==> src/rtl/assert_macros.svh <==
// Assertion helpers shared by the RTL modules.
`ifndef ASSERT_MACROS_SVH
`define ASSERT_MACROS_SVH
`ifndef SYNTHESIS
`define ASSERT_IMPL(lbl, clk, rstn, prop) \
	lbl: assert property (@(posedge clk) disable iff (!rstn) (prop)) \
		else $error("property check failed");
`define ASSERT_NEVER(lbl, clk, rstn, cond) \
	lbl: assert property (@(posedge clk) disable iff (!rstn) !(cond)) \
		else $error("forbidden condition seen");
`else
`define ASSERT_IMPL(lbl, clk, rstn, prop)
`define ASSERT_NEVER(lbl, clk, rstn, cond)
`endif
`endif

==> src/rtl/mssc_pkg.sv <==
`default_nettype none
package mssc_pkg;

	// Size of each byte store; must be a power of two.
	localparam int MEM_BYTES = 65536;
	localparam int ADDR_BITS = $clog2(MEM_BYTES);
	localparam int NBANK     = 4;
	localparam int ROWS      = MEM_BYTES / NBANK;
	localparam int ROW_BITS  = ADDR_BITS - 2;

	localparam logic [2:0] ACT_STEP = 3'd0;
	localparam logic [2:0] ACT_LDI  = 3'd1;
	localparam logic [2:0] ACT_LDD  = 3'd2;
	localparam logic [2:0] ACT_RDR  = 3'd3;
	localparam logic [2:0] ACT_RDW  = 3'd4;

	localparam logic [5:0] OP_RTYPE = 6'h00;
	localparam logic [5:0] OP_ADDIU = 6'h09;
	localparam logic [5:0] OP_LW    = 6'h23;
	localparam logic [5:0] OP_SW    = 6'h2B;
	localparam logic [5:0] OP_BEQ   = 6'h04;
	localparam logic [5:0] OP_J     = 6'h02;

	localparam logic [2:0] ALU_ADD = 3'd1;
	localparam logic [2:0] ALU_SUB = 3'd3;
	localparam logic [2:0] ALU_AND = 3'd4;
	localparam logic [2:0] ALU_OR  = 3'd5;
	localparam logic [2:0] ALU_NOR = 3'd7;

	localparam logic [31:0] HALT_WORD = 32'hFFFF_FFFF;

	typedef struct packed {
		logic cap;
		logic clr;
		logic iss;
		logic dec;
		logic exe;
		logic mem;
		logic fin;
	} cmd_t;

	typedef struct packed {
		logic clr_last;
		logic step_go;
		logic halt_word;
	} stat_t;

	// Row of bank k that holds one of the four bytes of the word at byte address a.
	function automatic logic [ROW_BITS-1:0] bank_row(logic [ADDR_BITS-1:0] a, logic [1:0] k);
		return a[ADDR_BITS-1:2] + ROW_BITS'(k < a[1:0]);
	endfunction

	// Big-endian word from the four bank outputs, first byte in bank rot.
	function automatic logic [31:0] be_word(logic [NBANK-1:0][7:0] bk, logic [1:0] rot);
		logic [31:0] w;
		w = '0;
		for (int i = 0; i < NBANK; i++) begin
			w = {w[23:0], bk[rot + 2'(i)]};
		end
		return w;
	endfunction

endpackage
`default_nettype wire

==> src/rtl/mssc_ctrl.sv <==
`default_nettype none
`include "assert_macros.svh"
module mssc_ctrl (
	input  logic              clk,
	input  logic              arst_n,
	input  logic              in_valid,
	output logic              in_stall,
	output logic              out_valid,
	input  logic              out_stall,
	input  mssc_pkg::stat_t   stat,
	output mssc_pkg::cmd_t    cmd
);
	import mssc_pkg::*;

	typedef enum logic [6:0] {
		S_IDLE  = 7'b0000001,
		S_CLEAR = 7'b0000010,
		S_ISSUE = 7'b0000100,
		S_DEC   = 7'b0001000,
		S_EXE   = 7'b0010000,
		S_MEM   = 7'b0100000,
		S_FIN   = 7'b1000000
	} state_t;

	state_t state_q, state_d;
	logic   out_valid_q;

	assign in_stall  = (state_q != S_IDLE);
	assign out_valid = out_valid_q;

	always_comb begin
		cmd     = '0;
		state_d = state_q;
		case (state_q)
			S_CLEAR: begin
				cmd.clr = 1'b1;
				if (stat.clr_last) state_d = S_IDLE;
			end
			S_IDLE: begin
				cmd.cap = in_valid;
				if (in_valid) state_d = S_ISSUE;
			end
			S_ISSUE: begin
				cmd.iss = 1'b1;
				state_d = stat.step_go ? S_DEC : S_FIN;
			end
			S_DEC: begin
				cmd.dec = 1'b1;
				state_d = stat.halt_word ? S_FIN : S_EXE;
			end
			S_EXE: begin
				cmd.exe = 1'b1;
				state_d = S_MEM;
			end
			S_MEM: begin
				cmd.mem = 1'b1;
				state_d = S_FIN;
			end
			S_FIN: begin
				// The result register must be free before the word is committed.
				cmd.fin = !out_valid_q || !out_stall;
				if (cmd.fin) state_d = S_IDLE;
			end
			default: state_d = S_IDLE;
		endcase
	end

	always_ff @(posedge clk or negedge arst_n) begin
		if (!arst_n) begin
			state_q     <= S_CLEAR;
			out_valid_q <= 1'b0;
		end else begin
			state_q <= state_d;
			if (cmd.fin) out_valid_q <= 1'b1;
			else if (!out_stall) out_valid_q <= 1'b0;
		end
	end

	`ASSERT_IMPL(a_fin_valid, clk, arst_n, cmd.fin |=> out_valid_q)
	`ASSERT_IMPL(a_acc_issue, clk, arst_n, (in_valid && !in_stall) |=> (state_q == S_ISSUE))
	`ASSERT_NEVER(a_fin_blocked, clk, arst_n, cmd.fin && out_valid_q && out_stall)
endmodule
`default_nettype wire

==> config.mk <==
export PLATFORM = sky130hd
export DESIGN_NAME = mssc_ctrl
export DESIGN_NICKNAME = d
export VERILOG_FILES = /design/src/rtl/mssc_pkg.sv /design/src/rtl/mssc_ctrl.sv
export VERILOG_INCLUDE_DIRS = /design/src /design/src/rtl
export SDC_FILE = /design/constraint.sdc
export NUM_CORES = 1
export LEC_CHECK = 0
export ABC_AREA = 1
export BUFFER_PORTS_ARGS = -buffer_cell sky130_fd_sc_hd__buf_2
export CAP_MARGIN = 10
export CORE_AREA = 4 4 41 43
export DETAILED_ROUTE_END_ITERATION = 16
export DIE_AREA = 0 0 45 47
export PLACE_DENSITY = 0.71
export SYNTH_ARGS = -nofsm -noshare
export SYNTH_HDL_FRONTEND = slang
export SYNTH_SLANG_ARGS = --single-unit
==> constraint.sdc <==
create_clock -name clk -period 1.61 [get_ports clk]
set_clock_uncertainty 0.15 [all_clocks]
set_input_delay 0.161 -clock clk [delete_from_list [all_inputs] [get_ports clk]]
set_output_delay 0.161 -clock clk [all_outputs]
set_load 0.03 [all_outputs]
# Word-level counts from Yosys, hierarchy flattened
# Cells that the tools add are included.
# W data, S select, Z words.
[word_totals]
out_inout_bits = 9
regBits = 8
wordCells = 33
[classes]
reduce_logical = 4
n_eq_ne = 12
mux = 15
[ops]
columns = ["operator", "count"]
rows = [
  ["$pmux W7 S7", 1],
  ["$mux W7", 5],
  ["$mux W1", 9],
  ["$eq A7 B1 Y1 const B", 1],
  ["$eq A7 B2 Y1 const B", 1],
  ["$eq A7 B3 Y1 const B", 1],
  ["$eq A7 B4 Y1 const B", 1],
  ["$eq A7 B5 Y1 const B", 1],
  ["$eq A7 B6 Y1 const B", 1],
  ["$eq A7 B7 Y1 const B", 1],
  ["$ne A7 B1 Y1 const B", 1],
  ["$ne A2 B2 Y1 const B", 3],
  ["$reduce_and A3 Y1", 1],
  ["$logic_not A1 Y1", 2],
  ["$ne A2 B1 Y1 const B", 1],
  ["$logic_or A1 B1 Y1", 1],
]

# Logic depth before layout (Yosys ltp)
# Gate-level depths: netlist of run 1.
[logic_depth]
word_depth = 4
ltp_mapped = 8
mapped_depth_nobuf = 8

# Worst setup path after synthesis of run 1
# OpenSTA, ideal clock, no wires.
[synth_timing]
kind = "register -> output"
from = "register state_q[4]"
to = "output port cmd[6] (netlist bit)"
stages_incl_launch_ff = 6
required_ns = 1.299
path_slack_ns = 0.059
arrival_ns = 1.240
cell_sequence = "dfrtp_1 -> inv_2 -> nand2_2 -> nor2_4 -> nand2_2 -> nor2_1"
[synth_lines]
columns = ["element", "line", "rtl"]
rows = [
  ["start: declaration", "mssc_ctrl.sv:25", "state_t state_q, state_d;"],
  ["start signal: assignment", "mssc_ctrl.sv:73", "state_q <= state_d;"],
  ["end: declaration", "mssc_ctrl.sv:11", "output mssc_pkg::cmd_t cmd"],
]

==> out/metrics.yaml, run 1 <==
route:
  post_drt_via_cell_ratio: 4.35
  drt_iter0_markers: 7
  wl_um: 1190
  vias: 483
  routedWlPerCell_um: 10.7
  dr.pass1.iters: 4
  drc: 0
  antenna_left: 0
global_routing:
  grt_first_pass_wirelength_um: 1700
  grtUsageMet3_pct: 3.45
  grt.overflow.total: 0
  grtUsageMet1_pct: 12.9
  top_usage_layer: "met2"
  grt_usage_pct: 11.7
  antenna_found_initial: 0
  grt_pass1_vias: 437
  grt_max_degree: 9
  grtUsageMet2_pct: 19.8
synthesis:
  synth_warnings: 0
  synth_top_cell_by_area: "dfrtp_1"
  ys_top_cells_by_count: "nand2_1 (15), nor2_1 (12), inv_1 (10)"
  synth.most_common_cell: "nand2_1"
  syn-num-nets: 75
  synth.cell_area_um2: 477
  avgSynthCellArea_um2: 7.01
  synth_seq_cells: 8
  seq_area_frac_synth_pct: 42.3
  ys.flop_type: "dfrtp_1"
  async_flop_share_pct: 100
  synth.distinct_cells: 15
  synthCells: 68
  synth-edff-count: 0
  netlist.area_leader.share_pct: 36.7
  synth_area_leaders: "dfrtp_1 (37%), nand2_1 (12%), nor2_1 (9.4%), inv_1 (7.9%), dfstp_2 (5.5%)"
clocking:
  path_clk_slew_ns: 0.06
  root_buffer: "clkbuf_4"
  cts_buffers: 3
  cts_tree: "built"
  htreeDepth: 1
  clk_latency_ns: 0.26
  numClockSinks: 8
  clk_path_buf_depth: 2
power:
  finalPower_mw: 1.04
  power.leakage_nw: 0.411
  ir_drop_mv: 0.858
  power-per-cell-area_nw_per_um2: 1440
die:
  die_h_um: 47
  die_w_um: 45
  core_area_um2: 1300
  initial_core_util_pct: 36.6
  die-area_um2: 2120
  pin_count: 16
  rows: 13
sta:
  setup_viol: 3
  rsz0062_at_grt: "true"
  period_share_pct: 103
  whs_ns: 0.0172
  relSlewSlack_pct: 87.2
  max_freq_mhz: 601
  fin_crit_ns: 1.66
  hold_violations: 0
  layout_setup_ws_ns: -0.0526
  worst_slew_pin_slew_ns: 0.191
  tns_ns: -0.123
  drv_slew: 0
worst_setup_path:
  worstPathRequired_ns: 1.30
  path_class: "reg2out"
  critPathCaptureType: "output port"
  worst_ep_arrival_time_ns: 1.35
  crit_path_max_fanout: 6
  cp-start-kind: "register"
job:
  cap_violations: 0
layout:
  synthToLayoutAreaGrowth_pct: 51.4
  instances_no_fill: 111
  drive_above_1_share_pct: 43.8
  nNetsFinal: 104
  stdcell_area_um2: 722
  utilization_pct: 55.5
  diodes: 0
placed_design:
  gp_routability_congestion: 0.738
  dp_worst_setup_slack_ns: 0.263
  place_inst: 98
  placed_area_um2: 571
  hpwl_um: 757
  portBuffers: 15
outcome:
  violations: "negative setup slack"
  status: "finished, violations left"
worst_hold_path:
  hold_path.class: "in2reg"
metal layers:
metal | part of all wire, % | wire, um
met4 | 0.76 | 9
met2 | 52 | 613
met3 | 5.6 | 66
met1 | 42 | 495
met5 | 0 | 0
critical path: stages (launching register included):
cell,delay (ns)
dfrtp_1,0.40
inv_2,0.07
nand2_2,0.07
nor2_4,0.18
nand2_2,0.12
nor2_2,0.10
buf_4,0.16
worst paths after layout:
| path | start | endpoint | slack (ns) | cells past startpoint |
|---|---|---|---|---|
| max | state_q[4]$_DFFE_PN0P_ | cmd[6] | -0.05 | 6 |
| min in group asynchronous | arst_n | state_q[5]$_DFFE_PN0P_ | 0.13 | 2 |
| max in group asynchronous | arst_n | state_q[1]$_DFFE_PN1P_ | 0.93 | 2 |
| min reg2reg | out_valid$_DFFE_PN0P_ | out_valid$_DFFE_PN0P_ | 0.34 | 2 |
| min | stat[1] | state_q[3]$_DFFE_PN0P_ | 0.02 | 3 |
| max reg2reg | state_q[4]$_DFFE_PN0P_ | state_q[0]$_DFFE_PN0P_ | 0.19 | 9 |
kinds of logic after synthesis:
kind of cell           Yosys count  synth area share [%]
flip-flops                       8                  42.3
AND/OR/NAND/NOR                 43                  44.1
AO/OA/AOI/OAI                    1                  1.05
buffers and inverters           16                  12.6
placed cells by master (no fill, tap or decap):
cell type	n
buf_4	10
nor2_2	3
nand2_1	15
nand3_2	1
buf_2	7
nand3b_1	1
clkbuf_4	4
nor3_1	1
dlygate4sd3_1	4
inv_2	7
buf_6	2
dfstp_2	1
nand4_1	1
inv_1	9
nand3_1	4
nor2_1	10
clkbuf_1	1
nand2_4	2
a21oi_1	1
nor2_4	3
nand2_2	2
dfrtp_1	7
report_power, final:
group	internal [mW]	total (mW)	leakage (nW)	switching, mW
registers	0.243	0.271	0.104	0.0277
logic	0.228	0.599	0.293	0.371
clock network	0.0953	0.171	0.0150	0.0760
total	0.566	1.04	0.411	0.475
what timing repair did:
item | 4_1_cts | 5_1_grt
pin swaps | 0 | 1
hold buffers | 4 | 0
resized for setup | 4 | 15
setup buffers | 0 | 5
hold endpoints to repair | 12 | 0
setup endpoints to repair | 4 | 8
flip-flops by register name, indices dropped and copies added (netlist names):
| signal | count |
|---|---|
| out_valid | 1 |
| state_q | 7 |
final cells by class:
type | count | area, um^2
fill | 134 | 579
sequential | 8 | 201
timing repair buffer | 24 | 180
inverter | 16 | 60.1
clock buffer | 4 | 26.3
multi-input combinational | 44 | 235
tap | 15 | 18.8
Power figures use the tool's default switching activity.
==> run 2: changes to the inputs <==
--- a/config.mk
+++ b/config.mk
@@ -6,13 +6,14 @@
 export SDC_FILE = /design/constraint.sdc
 export NUM_CORES = 1
 export LEC_CHECK = 0
-export ABC_AREA = 1
+export ABC_AREA = 0
 export BUFFER_PORTS_ARGS = -buffer_cell sky130_fd_sc_hd__buf_2
 export CAP_MARGIN = 10
 export CORE_AREA = 4 4 41 43
 export DETAILED_ROUTE_END_ITERATION = 16
 export DIE_AREA = 0 0 45 47
-export PLACE_DENSITY = 0.71
+export GPL_TIMING_DRIVEN = 0
+export PLACE_DENSITY = 0.73
 export SYNTH_ARGS = -nofsm -noshare
 export SYNTH_HDL_FRONTEND = slang
 export SYNTH_SLANG_ARGS = --single-unit
==> out/metrics.yaml, run 2 <==
outcome:
  status: "finished, violations left"
  violations: "negative setup slack"
synthesis:
  async_flop_share_pct: 100  # unchanged
  synth_seq_cells: 8  # unchanged
  synth_top_cell_by_area: "dfrtp_1"
  synth-xor-area-share_pct: 1.73  # +1.7 points
  ys_top_cells_by_count: "dfrtp_1 (7), nor4b_1 (4), nor2_1 (3)"
  syn-num-nets: 50  # -33%
  avgSynthCellArea_um2: 11.8  # +68%
  synthCells: 43  # -37%
  synth_compound_area_share_pct: 7.18  # +6.1 points
  synth_mux_area_share_pct: 0  # unchanged
  synth_top_family_by_area: "simple AND/OR/NAND/NOR gates"
  synth.most_common_cell: "dfrtp_1"
  synth.distinct_cells: 28  # +13
  synth-edff-count: 0  # unchanged
  synth.cell_area_um2: 505  # +6.0%
  synth_area_leaders: "dfrtp_1 (35%), nor4b_1 (6.9%), dfstp_2 (5.2%), nor4b_4 (4.7%), or4_4 (4.5%)"
  synth_warnings: 0  # unchanged
  synth_fa_ha_area_share_pct: 0  # unchanged
  seq_area_frac_synth_pct: 39.9  # -2.4 points
  synth_simple_gate_area_share_pct: 49.5  # +5.4 points
  netlist.area_leader.share_pct: 34.7  # -2.1 points
  ys.flop_type: "dfrtp_1"
layout:
  diodes: 0  # unchanged
  drive_above_1_share_pct: 79.3  # +36 points
  utilization_pct: 77.8  # +22 points
  synthToLayoutAreaGrowth_pct: 100
  final_common_cell: "buf_6"
  largest_reg_flops: 7  # unchanged
  top_register: "state_q"
  instances_no_fill: 102  # -8.1%
  layout_common_cells: "buf_6 (16), buf_4 (13), buf_2 (7)"
  nNetsFinal: 95  # -8.7%
  nFillCells: 71  # -47%
route:
  drt_iter0_markers: 7  # unchanged
  post_drt_via_cell_ratio: 5.67  # +30%
  antenna_left: 0  # unchanged
  wl_um: 1770  # +49%
  vias: 578  # +20%
  routedWlPerCell_um: 17.3  # +62%
  drc: 0  # unchanged
  dr.pass1.iters: 4  # unchanged
worst_setup_path:
  cp-start-kind: "register"
  crit_slowest_cell: "or4_4"
  slowest_delay_ns: 0.54  # +0.14 ns
  worst_ep_arrival_time_ns: 1.72  # +0.37 ns
  worstPathRequired_ns: 1.30  # about the same
  cp_top_family: "simple AND/OR/NAND/NOR gates"
  path_cells: "or4_4 -> and4bb_4 -> buf_6"
  crit_buf_inv: 1  # -1
  crit_path_max_fanout: 5  # -1
  critPathCaptureType: "output port"
  path_class: "reg2out"
power:
  ir_drop_mv: 0.672  # -22%
  power-per-cell-area_nw_per_um2: 1200  # -17%
  p_comb_share_pct: 63.5  # +6.0 points
  p_seq_share_pct: 21.9  # -4.1 points
  p_sw_share_pct: 38.5  # -7.1 points
  pwr-share-clk_pct: 14.6  # -1.9 points
  power.leakage_nw: 0.452  # +9.8%
  netSwitchingPower_mw: 0.469  # -1.2%
  p_int_mw: 0.749  # +32%
global_routing:
  grt_pass1_vias: 590  # +35%
  antenna_found_initial: 0  # unchanged
  grt_first_pass_wirelength_um: 2590  # +53%
  top_usage_layer: "met2"
  grt.overflow.total: 0  # unchanged
  grt_usage_pct: 17.3  # +5.7 points
  grt_max_degree: 11  # +2
  grtUsageMet3_pct: 2.30  # -1.1 points
  grtUsageMet2_pct: 31.4  # +12 points
  grtUsageMet1_pct: 20.6  # +7.7 points
clocking:
  root_buffer: "clkbuf_4"
  htreeDepth: 1  # unchanged
  cts_tree: "built"
  path_clk_slew_ns: 0.07  # about the same
  clk_path_buf_depth: 2  # unchanged
  clk_latency_ns: 0.27  # about the same
  cts_buffers: 3  # unchanged
  numClockSinks: 8  # unchanged
placed_design:
  gp_routability_congestion: 0.742  # +0.65%
  hpwl_um: 848  # +12%
  place_inst: 73  # -26%
  portBuffers: 15  # unchanged
worst_hold_path:
  hold_path.class: "in2reg"
job:
  cap_violations: 0  # unchanged
sta:
  fin_crit_ns: 2.03  # +0.366 ns
  period_share_pct: 126  # +23 points
  relSlewSlack_pct: 78.4  # -8.9 points
  drv_slew: 0  # unchanged
  rsz0062_at_grt: "true"
  whs_ns: 0.0846  # +0.0674 ns
  tns_ns: -3.51  # -3.39 ns
  max_freq_mhz: 493  # -18%
  hold_violations: 0  # unchanged
  worst_slew_pin_slew_ns: 0.320  # +0.128 ns
  layout_setup_ws_ns: -0.418  # -0.366 ns
  setup_viol: 12  # +9
die:
  initial_core_util_pct: 38.8  # +2.2 points
  die_h_um: 47  # unchanged
  core_area_um2: 1300  # unchanged
  pin_count: 16  # unchanged
  rows: 13  # unchanged
  die-area_um2: 2120  # unchanged
  die_w_um: 45  # unchanged
==> run 2: what timing repair did <==
| action | 4_1_cts | 5_1_grt |
|---|---|---|
| hold buffers | 4 | 0 |
| endpoints found under the setup margin | 12 | 13 |
| hold endpoints to repair | 11 | 0 |
| resized for setup | 31 | 19 |
| setup buffers | 15 | 11 |
| pin swaps | 11 | 9 |
==> run 2: metrics by stage <==
step	power [mW]	cell area [um^2]	setup WS, ns
global placement	0.648	626	-0.292
global route	1.28	1010	-0.447
CTS	1.07	915	-0.455
floorplan	0.571	532	-0.185
finish	1.22	1010	-0.418
detailed placement	0.660	626	-0.309
==> run 2: cell families after synthesis <==
kind of cell    after synthesis
compound gates                3
xor+xnor                      1
buf+inv                       2
flops                         8
simple gates                 29
==> run 2: worst paths after layout <==
kind,start,to,slack [ns],cells past startpoint
min in group asynchronous,arst_n,state_q[5]$_DFFE_PN0P_,0.12,2
max reg2reg,state_q[3]$_DFFE_PN0P_,state_q[1]$_DFFE_PN1P_,-0.34,5
max in group asynchronous,arst_n,state_q[1]$_DFFE_PN1P_,0.94,2
max,state_q[3]$_DFFE_PN0P_,cmd[6],-0.42,3
min,in_valid,state_q[2]$_DFFE_PN0P_,0.08,2
min reg2reg,state_q[5]$_DFFE_PN0P_,state_q[5]$_DFFE_PN0P_,0.43,1
==> run 2: per-layer routing <==
metal	vias up	wire length, um
met1	281	751
met3	7	114
met4	0	34
met2	30	866
met5	-	0
li1	260	-
==> run 2: area by class of cell <==
class	instances	area (um^2)	share of cell area, %
Timing Repair Buffer	40	353	34.9
Inverter	1	3.75	0.371
Tap cell	15	18.8	1.85
Buffer	1	7.51	0.742
Multi-Input combinational cell	33	397	39.2
Sequential cell	8	206	20.4
Clock buffer	4	26.3	2.60
==> run 2: power groups by stage <==
stage | logic [mW] | clock network (mW) | registers [mW]
after floorplan | 0.300 | 0 | 0.272
final | 0.774 | 0.178 | 0.267
after detailed placement | 0.382 | 0 | 0.278
after CTS | 0.631 | 0.178 | 0.259
after global routing | 0.818 | 0.191 | 0.268
after global placement | 0.371 | 0 | 0.277
==> run 3: changes to the inputs <==
--- a/config.mk
+++ b/config.mk
@@ -12,7 +12,6 @@
 export CORE_AREA = 4 4 41 43
 export DETAILED_ROUTE_END_ITERATION = 16
 export DIE_AREA = 0 0 45 47
-export GPL_TIMING_DRIVEN = 0
 export PLACE_DENSITY = 0.73
 export SYNTH_ARGS = -nofsm -noshare
 export SYNTH_HDL_FRONTEND = slang
==> out/metrics.yaml, run 3 (same netlist as run 2, synthesis figures left out) <==
clocking:
  cts_tree: "built"
  clk_path_buf_depth: 2  # unchanged
  htreeDepth: 1  # unchanged
  root_buffer: "clkbuf_4"
  clk_latency_ns: 0.26  # about the same
  cts_buffers: 3  # unchanged
  path_clk_slew_ns: 0.05  # -0.02 ns
  numClockSinks: 8  # unchanged
worst_setup_path:
  worst_ep_arrival_time_ns: 1.72  # about the same
  path_class: "reg2out"
  crit_path_max_fanout: 3  # -2
  worstPathRequired_ns: 1.30  # about the same
  critPathCaptureType: "output port"
  cp-start-kind: "register"
  r2r_cells: 5  # unchanged
outcome:
  violations: "negative setup slack"
  status: "finished, violations left"
route:
  antenna_left: 0  # unchanged
  wl_met3_um: 87  # -24%
  routedWlPerCell_um: 19.1  # +10%
  wl_met2_um: 977  # +13%
  routed.top_layer: "met4"
  post_drt_via_cell_ratio: 5.75  # +1.5%
  vias: 558  # -3.5%
  wl_met1_um: 740  # -1.5%
  wl_um: 1850  # +4.9%
  dr.pass1.iters: 4  # unchanged
  drc: 0  # unchanged
  drt_iter0_markers: 19  # +12
die:
  rows: 13  # unchanged
  initial_core_util_pct: 38.8  # unchanged
  die_h_um: 47  # unchanged
  die-area_um2: 2120  # unchanged
  pin_count: 16  # unchanged
  core_area_um2: 1300  # unchanged
  die_w_um: 45  # unchanged
sta:
  hold_violations: 0  # unchanged
  layout_setup_ws_ns: -0.421  # -0.00271 ns
  relSlewSlack_pct: 77.4  # -0.98 points
  setup_viol: 11  # -1
  max_freq_mhz: 492  # -0.13%
  period_share_pct: 126  # +0.17 points
  worst_slew_pin_slew_ns: 0.334  # +0.0144 ns
  drv_slew: 0  # unchanged
  fin_crit_ns: 2.03  # +0.00271 ns
  rsz0062_at_grt: "true"
layout:
  diodes: 0  # unchanged
  synthToLayoutAreaGrowth_pct: 82.7
  utilization_pct: 71.0  # -6.8 points
  layout_common_cells: "buf_4 (15), buf_6 (10), buf_2 (7), dfrtp_1 (7), dlygate4sd3_1 (4)"
  instances_no_fill: 97  # -4.9%
  top_register: "state_q"
  nFillCells: 91  # +28%
  largest_reg_flops: 7  # unchanged
  multi_input_comb_area_um2: 373  # -6.0%
  final_common_cell: "buf_4"
  drive_above_1_share_pct: 65.9  # -13 points
  regArea_um2: 201  # -2.4%
  nNetsFinal: 90  # -5.3%
power:
  netSwitchingPower_mw: 0.455  # -3.0%
  power.leakage_nw: 0.421  # -6.9%
  p_seq_share_pct: 22.2  # +0.3 points
  finalPower_mw: 1.15  # -5.5%
  p_sw_share_pct: 39.5  # +1.0 points
  p_int_mw: 0.696  # -7.1%
  pwr-share-clk_pct: 15.1  # +0.5 points
  power-per-cell-area_nw_per_um2: 1250  # +3.6%
  p_comb_share_pct: 62.7  # -0.8 points
  ir_drop_mv: 0.664  # -1.2%
global_routing:
  grt_usage_pct: 18.2  # +0.91 points
  grt_max_degree: 11  # unchanged
  antenna_found_initial: 0  # unchanged
  grt_pass1_vias: 539  # -8.6%
  grt_first_pass_wirelength_um: 2620  # +1.1%
  grt.overflow.total: 0  # unchanged
worst_hold_path:
  hold_path_depth: 2  # unchanged
  hold_path.class: "in2reg"
placed_design:
  dp_worst_setup_slack_ns: -0.147  # +0.162 ns
  hpwl_um: 953  # +12%
  gp_routability_congestion: 0.810  # +9.1%
  portBuffers: 15  # unchanged
  place_inst: 84  # +15%
job:
  cap_violations: 0  # unchanged
## run 3: changes by cell type in the layout (fill, tap and decap cells not counted), moves of 2 or more
cell	before	now
buf_6	16	10
dfrtp_2	4	0
buf_4	13	15
nor2_1	0	2
dfrtp_1	3	7
## run 3: layer usage
layer  GRT usage (%)  vias up
li1                -      247
met1            22.1      275
met2            31.9       26
met3            2.30       10
met4            8.77        0
met5               0        -
## run 3: layout make-up
| type | count | area share, % |
|---|---|---|
| Clock buffer | 4 | 2.85 |
| Inverter | 1 | 0.407 |
| Multi-Input combinational cell | 33 | 40.4 |
| Sequential cell | 8 | 21.8 |
| Tap cell | 15 | 2.03 |
| Timing Repair Buffer | 36 | 32.5 |
## run 3: worst paths after layout
path	startpoint	to	slack [ns]
worst max register to register	state_q[5]$_DFFE_PN0P_	state_q[0]$_DFFE_PN0P_	-0.21
worst max-delay path	state_q[0]$_DFFE_PN0P_	cmd[1]	-0.42
max in group asynchronous	arst_n	state_q[1]$_DFFE_PN1P_	0.93
worst min register to register	state_q[5]$_DFFE_PN0P_	state_q[5]$_DFFE_PN0P_	0.46
min in group asynchronous	arst_n	state_q[3]$_DFFE_PN0P_	0.12
worst min-delay path	in_valid	state_q[2]$_DFFE_PN0P_	0.09
## run 3: critical path, stage by stage, from the launching register on
cell	delay, ns
dfrtp_1	0.39
or4_4	0.58
nor4b_4	0.28
buf_4	0.22
## run 3: timing repair
| action | CTS | global route |
|---|---|---|
| hold buffers | 4 | 0 |
| hold endpoints to repair | 11 | 0 |
| gates resized for setup | 24 | 4 |
| pin swaps | 8 | 3 |
| endpoints found under the setup margin | 11 | 12 |
| buffers inserted | 4 | 2 |
## run 3: per-stage QoR
| step | area [um^2] | hold WS (ns) | TNS (ns) |
|---|---|---|---|
| 6_report | 923 | 0.0950 | -2.69 |
| 3_3_place_gp | 711 | -0.144 | -0.608 |
| 4_1_cts | 900 | 0.0921 | -2.47 |
| 5_1_grt | 923 | 0.105 | -3.25 |
| 3_5_place_dp | 711 | -0.138 | -0.707 |
| 2_1_floorplan | 532 | -0.285 | -0.727 |
## run 3: power groups by stage
stage	sequential, mW	clock [mW]	combinational (mW)
2_1_floorplan	0.272	0	0.300
3_3_place_gp	0.251	0	0.505
3_5_place_dp	0.252	0	0.513
4_1_cts	0.251	0.170	0.680
5_1_grt	0.257	0.184	0.763
6_report	0.256	0.174	0.722
